### src/sv/lpf_pkg.sv
`default_nettype none

package lpf_pkg;

  // Width of the value being factored and of the returned factor.
  localparam int VALUE_WIDTH = 32;

  // Bits needed to count the steps of one division.
  localparam int CNT_W = $clog2(VALUE_WIDTH);

  // Width of the result bus: factor, then the invalid flag, padded to whole bytes.
  localparam int OUT_TDATA_W = ((VALUE_WIDTH + 1 + 7) / 8) * 8;

  // The first trial divisor.
  localparam logic [VALUE_WIDTH-1:0] FIRST_DIVISOR = VALUE_WIDTH'(2);

  // Sequencer states.
  typedef enum logic [1:0] {
    ST_IDLE,
    ST_DIV,
    ST_EVAL,
    ST_DONE
  } lpf_state_t;

endpackage

`default_nettype wire

### src/sv/largest_prime_factor_unit.sv
// Largest prime factor by trial division.
//
// Input channel (in_*): one item is a 32-bit unsigned number in in_tdata.
// Result channel (out_*): one item per input, out_tdata holds the factor in
// bits 31:0 and the invalid flag in bit 32. Numbers 0 and 1 have no prime
// factor; they return factor 0 with the invalid flag set.
//
// The block works on one item at a time and holds in_tready low from the
// moment an item is accepted until its result has been taken. Each trial
// goes through a shared restoring divider that produces one quotient bit per
// cycle, then through one evaluate step. An item needs one trial per divisor
// tried plus one per factor divided out. Invalid numbers go straight from
// idle to the result without a division.
//
// A synchronous active-low reset returns the sequencer to idle and drops
// out_tvalid. When the receiver stalls, the result stays in its output
// register with out_tvalid high, and no new item is accepted until it is taken.

`default_nettype none

module largest_prime_factor_unit (
  input  wire logic                               clk,
  input  wire logic                               rst_n,
  input  wire logic                               in_tvalid,
  output logic                                    in_tready,
  input  wire logic [lpf_pkg::VALUE_WIDTH-1:0]    in_tdata,   // [31:0] number
  output logic                                    out_tvalid,
  input  wire logic                               out_tready,
  output logic [lpf_pkg::OUT_TDATA_W-1:0]         out_tdata   // [31:0] factor, [32] invalid
);
  import lpf_pkg::*;

  localparam logic [CNT_W-1:0] CNT_LAST = CNT_W'(VALUE_WIDTH - 1);

  lpf_state_t             state_r, state_nxt;
  logic [VALUE_WIDTH-1:0] value_r, value_nxt;     // remaining value to factor
  logic [VALUE_WIDTH-1:0] div_r, div_nxt;         // current trial divisor
  logic [VALUE_WIDTH-1:0] quo_r, quo_nxt;         // dividend shifting out, quotient in
  logic [VALUE_WIDTH-1:0] part_r, part_nxt;       // partial remainder
  logic [CNT_W-1:0]       cnt_r, cnt_nxt;
  logic [VALUE_WIDTH-1:0] factor_r, factor_nxt;
  logic                   invalid_r, invalid_nxt;

  // One restoring division step: shift in the next dividend bit and try to subtract.
  logic [VALUE_WIDTH:0] trial;
  logic [VALUE_WIDTH:0] diff;

  always_comb begin
    trial = {part_r, quo_r[VALUE_WIDTH-1]};
    diff  = trial - {1'b0, div_r};
  end

  // Control state.
  always_ff @(posedge clk) begin
    if (!rst_n) begin
      state_r <= ST_IDLE;
    end else begin
      state_r <= state_nxt;
    end
  end

  // Datapath registers.
  always_ff @(posedge clk) begin
    value_r   <= value_nxt;
    div_r     <= div_nxt;
    quo_r     <= quo_nxt;
    part_r    <= part_nxt;
    cnt_r     <= cnt_nxt;
    factor_r  <= factor_nxt;
    invalid_r <= invalid_nxt;
  end

  // Sequencer: load, divide, evaluate the trial, present the result.
  always_comb begin
    state_nxt   = state_r;
    value_nxt   = value_r;
    div_nxt     = div_r;
    quo_nxt     = quo_r;
    part_nxt    = part_r;
    cnt_nxt     = cnt_r;
    factor_nxt  = factor_r;
    invalid_nxt = invalid_r;
    in_tready   = 1'b0;
    out_tvalid  = 1'b0;

    case (state_r)
      ST_IDLE: begin
        in_tready = 1'b1;
        if (in_tvalid) begin
          if (in_tdata < FIRST_DIVISOR) begin
            factor_nxt  = '0;
            invalid_nxt = 1'b1;
            state_nxt   = ST_DONE;
          end else begin
            value_nxt = in_tdata;
            div_nxt   = FIRST_DIVISOR;
            quo_nxt   = in_tdata;
            part_nxt  = '0;
            cnt_nxt   = '0;
            state_nxt = ST_DIV;
          end
        end
      end

      ST_DIV: begin
        // A clear borrow bit means the divisor fit.
        if (!diff[VALUE_WIDTH]) begin
          part_nxt = diff[VALUE_WIDTH-1:0];
          quo_nxt  = {quo_r[VALUE_WIDTH-2:0], 1'b1};
        end else begin
          part_nxt = trial[VALUE_WIDTH-1:0];
          quo_nxt  = {quo_r[VALUE_WIDTH-2:0], 1'b0};
        end
        cnt_nxt = cnt_r + CNT_W'(1);
        if (cnt_r == CNT_LAST) begin
          state_nxt = ST_EVAL;
        end
      end

      ST_EVAL: begin
        // Divisor squared above the value means the value itself is prime.
        if (div_r > quo_r) begin
          factor_nxt  = value_r;
          invalid_nxt = 1'b0;
          state_nxt   = ST_DONE;
        end else begin
          if (part_r == '0) begin
            // Divide the factor out and retry the same divisor.
            value_nxt = quo_r;
            quo_nxt   = quo_r;
          end else begin
            div_nxt = div_r + VALUE_WIDTH'(1);
            quo_nxt = value_r;
          end
          part_nxt  = '0;
          cnt_nxt   = '0;
          state_nxt = ST_DIV;
        end
      end

      ST_DONE: begin
        out_tvalid = 1'b1;
        if (out_tready) begin
          state_nxt = ST_IDLE;
        end
      end

      default: begin
        state_nxt = ST_IDLE;
      end
    endcase
  end

  assign out_tdata = {(OUT_TDATA_W - VALUE_WIDTH - 1)'(0), invalid_r, factor_r};

  // The block never takes an item while a result is pending.
  assert property (@(posedge clk) disable iff (!rst_n) !(in_tready && out_tvalid))
    else $error("input accepted while a result is pending");

  // An invalid result always carries a zero factor.
  assert property (@(posedge clk) disable iff (!rst_n)
    (out_tvalid && invalid_r) |-> (factor_r == '0))
    else $error("invalid result with nonzero factor");

  // Trial divisors never drop below the first divisor.
  assert property (@(posedge clk) disable iff (!rst_n)
    (state_r == ST_EVAL) |-> (div_r >= FIRST_DIVISOR))
    else $error("trial divisor below two");

  // After a full division the remainder is below the divisor.
  assert property (@(posedge clk) disable iff (!rst_n)
    (state_r == ST_EVAL) |-> (part_r < div_r))
    else $error("division remainder not below divisor");

  // A valid result is never smaller than the first divisor.
  assert property (@(posedge clk) disable iff (!rst_n)
    (out_tvalid && !invalid_r) |-> (factor_r >= FIRST_DIVISOR))
    else $error("valid result below two");

endmodule

`default_nettype wire
### config.mk
export PLATFORM = sky130hd
export DESIGN_NAME = largest_prime_factor_unit
export DESIGN_NICKNAME = d
export VERILOG_FILES = /design/src/sv/lpf_pkg.sv /design/src/sv/largest_prime_factor_unit.sv
export SDC_FILE = /design/constraint.sdc
export NUM_CORES = 1
export LEC_CHECK = 0
export ABC_CLOCK_PERIOD_IN_PS = 14910
export BUFFER_PORTS_ARGS = -buffer_cell sky130_fd_sc_hd__buf_2
export CAP_MARGIN = 20
export CORE_MARGIN = 2
export CORE_UTILIZATION = 40
export CTS_BUF_LIST = sky130_fd_sc_hd__clkbuf_16
export DETAILED_ROUTE_END_ITERATION = 12
export PLACE_DENSITY_LB_ADDON = 0.15
export SLEW_MARGIN = 20
export SYNTH_ARGS = -nofsm -noshare
export SYNTH_HDL_FRONTEND = slang
export SYNTH_SLANG_ARGS = --single-unit
### constraint.sdc
create_clock -name clk -period 14.91 [get_ports clk]
set_clock_uncertainty 0.2 [all_clocks]
set_input_delay 3.7275 -clock clk [delete_from_list [all_inputs] [get_ports clk]]
set_output_delay 3.7275 -clock clk [all_outputs]
set_load 0.05 [all_outputs]
---- After elaboration in Yosys (flattened, before gate mapping) ----
Index checks and enable logic that the tools add are counted.
word-level totals
  flip-flop bits (word level) ............. 168
  latch bits .............................. 0
  RAM bits ................................ 0
  bits in read-only memories .............. 0
  bits of input ports ..................... 36
  output and inout port bits .............. 42
  logic and storage cells ................. 71
  memories kept ........................... 0
cells by class
  add/sub/neg operators ................... 3
  $mul .................................... 0
  div/mod/pow operators ................... 0
  order comparisons ....................... 2
  eq/ne operators ......................... 12
  shift-type cells ........................ 0
  multiplexer cells ....................... 37
  bitwise gates (word level) .............. 0
  reduce and logical (&&, ||, !) cells .... 9
operator list
  operator                                                               count
  32-bit two-way mux                                                     15
  32-bit one-hot mux with 2 select lines                                 3
  32-bit one-hot mux with 3 select lines                                 2
  33-bit by 32-bit subtractor with 33-bit output                         1
  32-bit by 1-bit adder with 32-bit output, second input constant        1
  32-bit greater-than comparator                                         1
  32-bit logical NOT                                                     1
  32-bit by 2-bit < comparator with 1-bit output, second input constant  1
  2-bit inequality test, second input constant                           8
  5-bit two-way mux                                                      3
  5-bit one-hot mux with 3 select lines                                  1
  4-bit AND reduction                                                    3
  2-bit two-way mux                                                      5
  2-bit one-hot mux with 4 select lines                                  1
  1-bit two-way mux                                                      6
  5-bit by 1-bit adder with 5-bit output, second input constant          1
  5-bit == test, second input constant                                   1
  5-bit AND reduction                                                    1
  2-bit == test, second input constant                                   2
  3-bit AND reduction                                                    1
  3-bit nonzero test                                                     1
  2-bit by 1-bit == test with 1-bit output, second input constant        1
  2-bit logical NOT                                                      1
  1-bit one-hot mux with 2 select lines                                  1
  2-bit nonzero test                                                     1

---- Depth between registers and ports, before layout ----
  word-level depth ........................ 4
  depth in mapped cells ................... 14
  depth with buffers taken out ............ 12

---- Worst setup path after synthesis ----
Ideal clock, no wire load.
  kind .................................... input-to-reg
  from .................................... in in_tdata[1] (netlist name)
  to ...................................... reg cnt_r[0] (enable)
  setup time .............................. 0.497 ns
  data arrival time ....................... 7.175 ns
  data required time ...................... 14.213 ns
  slack ................................... 7.038 ns
  stages on the path ...................... 5
  buffers on the path ..................... 0
  cells stage by stage .................... nor4b_1 nand4_1 nor2_1 or3_1 nor2_1
between the ends
  word-level cells in the longest chain between the ends .. 3
ends and longest elaborated chain
  element                                         RTL line                         source
  start: declaration                              largest_prime_factor_unit.sv:26  input wire logic [lpf_pkg::VALUE_WIDTH-1:0] in_tdata,
  32-bit by 2-bit < comparator with 1-bit output  largest_prime_factor_unit.sv:90  if (in_tdata < FIRST_DIVISOR) begin
  2-bit inequality test (no source line)          --
  4-bit AND reduction (no source line)            --
  end signal: assignment                          largest_prime_factor_unit.sv:68  cnt_r <= cnt_nxt;
  end: declaration                                largest_prime_factor_unit.sv:40  logic [CNT_W-1:0] cnt_r, cnt_nxt;
Every way passes these cells.
A chain may end at the register's enable or synchronous reset.

---- Final worst setup path ----
  from .................................... in in_tdata[15] (netlist name)
  to ...................................... reg part_r[12] (enable)
between the ends
  word-level cells in the longest chain between the ends .. 3
ends and longest elaborated chain
  element                                         RTL line                         source
  32-bit by 2-bit < comparator with 1-bit output  largest_prime_factor_unit.sv:90
  2-bit inequality test (no source line)          --
  4-bit AND reduction (no source line)            --
  end signal: assignment                          largest_prime_factor_unit.sv:67  part_r <= part_nxt;
  end: declaration                                largest_prime_factor_unit.sv:39  logic [VALUE_WIDTH-1:0] part_r, part_nxt;
Every way passes these cells.

==> impl_metrics.tcl <==
set metrics [dict create \
    status "finished clean" \
    critPathKind "in2reg" \
    setup_tns_ns 0 \
    num_vias 8397 \
    pre_cts_ws_ns 8.53 \
    hold_ws_ns 0.350 \
    hold_path_startpoint "value_r[14]" \
    syn_area_um2 10600 \
    fin_nets 1254 \
    netlist_top_cells_area "edfxtp_1, ha_1, inv_1, o21ai_0, a21oi_1" \
    required_ns 14.77 \
    yosysWarnings 0 \
    drt_first_pass_iters 5 \
    clk_path_buf_depth 2 \
    synth_cell_types 57 \
    die_area_um2 27900 \
    clk-insertion-delay-late_ns 0.43 \
    maxSlewViolCount 0 \
    cts.sinks 168 \
    globalRoute.totalOverflow 0 \
    p_comb_share_pct 54.1 \
    max_stage_delay_ns 0.70 \
    rows 59 \
    synth-seq-cells 168 \
    start_kind "input port" \
    placed_cells 1462 \
    min_period_ns 5.93 \
    r2r_end "part_r[31]" \
    internal_power_uw 1650 \
    reg2reg_depth 12 \
    cts.clk_slew.worst_paths_ns 0.07 \
    synth_async_sr_flop_share_pct 0 \
    r2r_start "quo_r[31]" \
    first_global_vias 8159 \
    root_buffer "clkbuf_16" \
    worstHoldEndpoint "factor_r[14]" \
    core-area_um2 26100 \
    syn_area_per_cell_um2 9.62 \
    grt_pass1_wl_um 44500 \
    period_share_pct 39.8 \
    worst_slack_ns 8.98 \
    cts_tree "yes" \
    postCtsHoldBufs 0 \
    switchingPower_uw 1400 \
    irDropWorstVdd_mv 0.142 \
    critical_path.cell_chain "buf_2, nor4_1, nand4_1, nor2_1, or3_1, nor2_4, buf_4" \
    yosys_most_used_dff "edfxtp_1" \
    seq_area_um2 5020 \
    power.share.switching_pct 45.9 \
    antenna_found_initial 0 \
    fin_util_pct 45.4 \
    drv_cap 0 \
    wire_per_inst_um 18.7 \
    post-dp-hpwl_um 19500 \
    via_per_inst 5.62 \
    layout-drive-gt1-share_pct 11.4 \
    fin_cells 1494 \
    synth_top_cell_by_area "edfxtp_1" \
    critPathSlowestCell "buf_4" \
    dieHeight_um 167 \
    ctsResizeCount 0 \
    start_util_pct 40.7 \
    critPathArrivalTime_ns 5.79 \
    netlist_instances 1103 \
    die_width_um 167 \
    drtIter0Drc 635 \
    h-tree-depth 4 \
    min_path_cells 1 \
    finalSetupViolCount 0 \
    hold_viol 0 \
    ys_seq_area_share_pct 47.3 \
    tightest_slew_ns 1.01 \
    regToRegSetupSlack_ns 10.28 \
    gp_congestion 0.822 \
    post-route-drc-count 0 \
    powerDensity_nw_per_um2 257 \
    cts-buffers-inserted 17 \
    multiInputGateArea_um2 4980 \
    p_leak_uw 0.00479 \
    ios 78 \
    synth_top_area_share_pct 47.0 \
    rsz0062_at_grt "false" \
    grt_max_degree 69 \
    num-fill-cells 2549 \
    syn_to_final_growth_pct 11.6 \
    max_slew_margin_pct 32.4 \
    hold_path_class "reg2reg" \
    numPortBuffers 70 \
    n_antenna_cell 0 \
    fmax_mhz 169 \
    ant_nets 0 \
    synth-edff-count 166 \
    endpoint_kind "flop" \
    cts_setup_buffers 0 \
    grt_usage_pct 20.0 \
    drt-total-wl_um 27900 \
    path_max_fanout 53 \
    clkPwrFrac_pct 14.3 \
    power.share.sequential_pct 31.5 \
]
## worst max-delay path by stage
stage | startpoint | end | slack [ns]
6_report | in_tdata[15] | part_r[12] | 8.98
5_1_grt | in_tdata[5] | factor_r[0] | 8.76
4_1_cts | in_tdata[4] | part_r[18] | 8.98
3_5_place_dp | in_tdata[4] | part_r[8] | 8.53
3_3_place_gp | in_tdata[15] | part_r[6] | 8.56
2_1_floorplan | in_tdata[1] | cnt_r[0] | 7.04
## power by group through the flow
stage	clock network (µW)	registers (µW)	logic (µW)
global route	463	989	1850
CTS	443	960	1650
detailed placement	0	969	1630
floorplan	0	942	1250
global placement	0	969	1630
finish	437	961	1650
## registers in the layout, summed over array words and instances, names as in the netlist
name / count
value_r: 32
cnt_r: 5
quo_r: 32
div_r: 32
invalid_r: 1
factor_r: 32
state_r: 2
part_r: 32
## Yosys cell counts, drive strengths merged (2+ instances only)
master / instances
a2111oi: 3
ha: 71
o22ai: 33
or4: 2
dfxtp: 2
a211oi: 6
nand3: 40
a31oi: 41
nor2: 88
o31ai: 4
nor3b: 3
xnor2: 41
nand4: 21
clkbuf: 49
a211o: 2
a21o: 35
clkinv: 2
inv: 101
edfxtp: 166
or2: 2
and2: 38
o21a: 7
xor2: 10
or3: 9
a41oi: 2
buf: 16
o211ai: 3
and3: 12
a221oi: 2
nor4b: 2
nand2b: 8
nor2b: 9
mux2: 2
a21oi: 76
o21ai: 77
nor4: 18
mux2i: 3
nand2: 68
nor3: 19
## worst max-delay path: cells and delay by family
family / cells / cell delay (ns)
simple gates: 5 / 1.17
buf+inv: 2 / 0.85
## cells by family after synthesis
family / count (synthesis) / synth area share, %
other cells: 1 / 0.0353
flops: 168 / 47.3
fa+ha+maj: 72 / 8.56
simple gates: 341 / 16.0
compound gates: 297 / 16.9
xor+xnor: 51 / 4.21
buf+inv: 168 / 6.45
mux: 5 / 0.495
## cell type report
cell class	instances	share of cell area [%]
Inverter	103	3.26
Timing Repair Buffer	83	3.78
Clock buffer	17	3.59
Clock inverter	15	1.32
Sequential cell	168	42.4
Multi-Input combinational cell	773	42.1
Tap cell	335	3.54
## routing by layer
layer	share of wire (%)	GRT usage, %	vias up
met4	1.6	5.32	0
li1	-	-	4090
met5	0	0	-
met1	46	28.3	4065
met2	48	32.0	211
met3	4.4	3.02	31
## layout by cell type (no fill, tap or decap), types with 13 or more instances in the layout
master / synthesis / routed
a21o_1: 35 / 35
a21oi_1: 74 / 73
a31oi_1: 41 / 41
and2_1: 38 / 38
buf_2: 3 / 70
buf_4: 11 / 13
clkbuf_16: 0 / 17
edfxtp_1: 166 / 166
ha_1: 71 / 69
inv_1: 101 / 102
nand2_1: 68 / 68
nand3_1: 40 / 40
nand4_1: 21 / 21
nor2_1: 88 / 86
nor3_1: 19 / 16
nor4_1: 18 / 18
o21ai_0: 75 / 75
o22ai_1: 33 / 33
xnor2_1: 41 / 41
## per-stage QoR
step,area (µm²),total power (µW)
after floorplan,10600,2190
after global placement,11300,2590
after detailed placement,11300,2600
after CTS,11800,3050
after global routing,11800,3300
final,11800,3050
(Power assumes the default switching activity.)
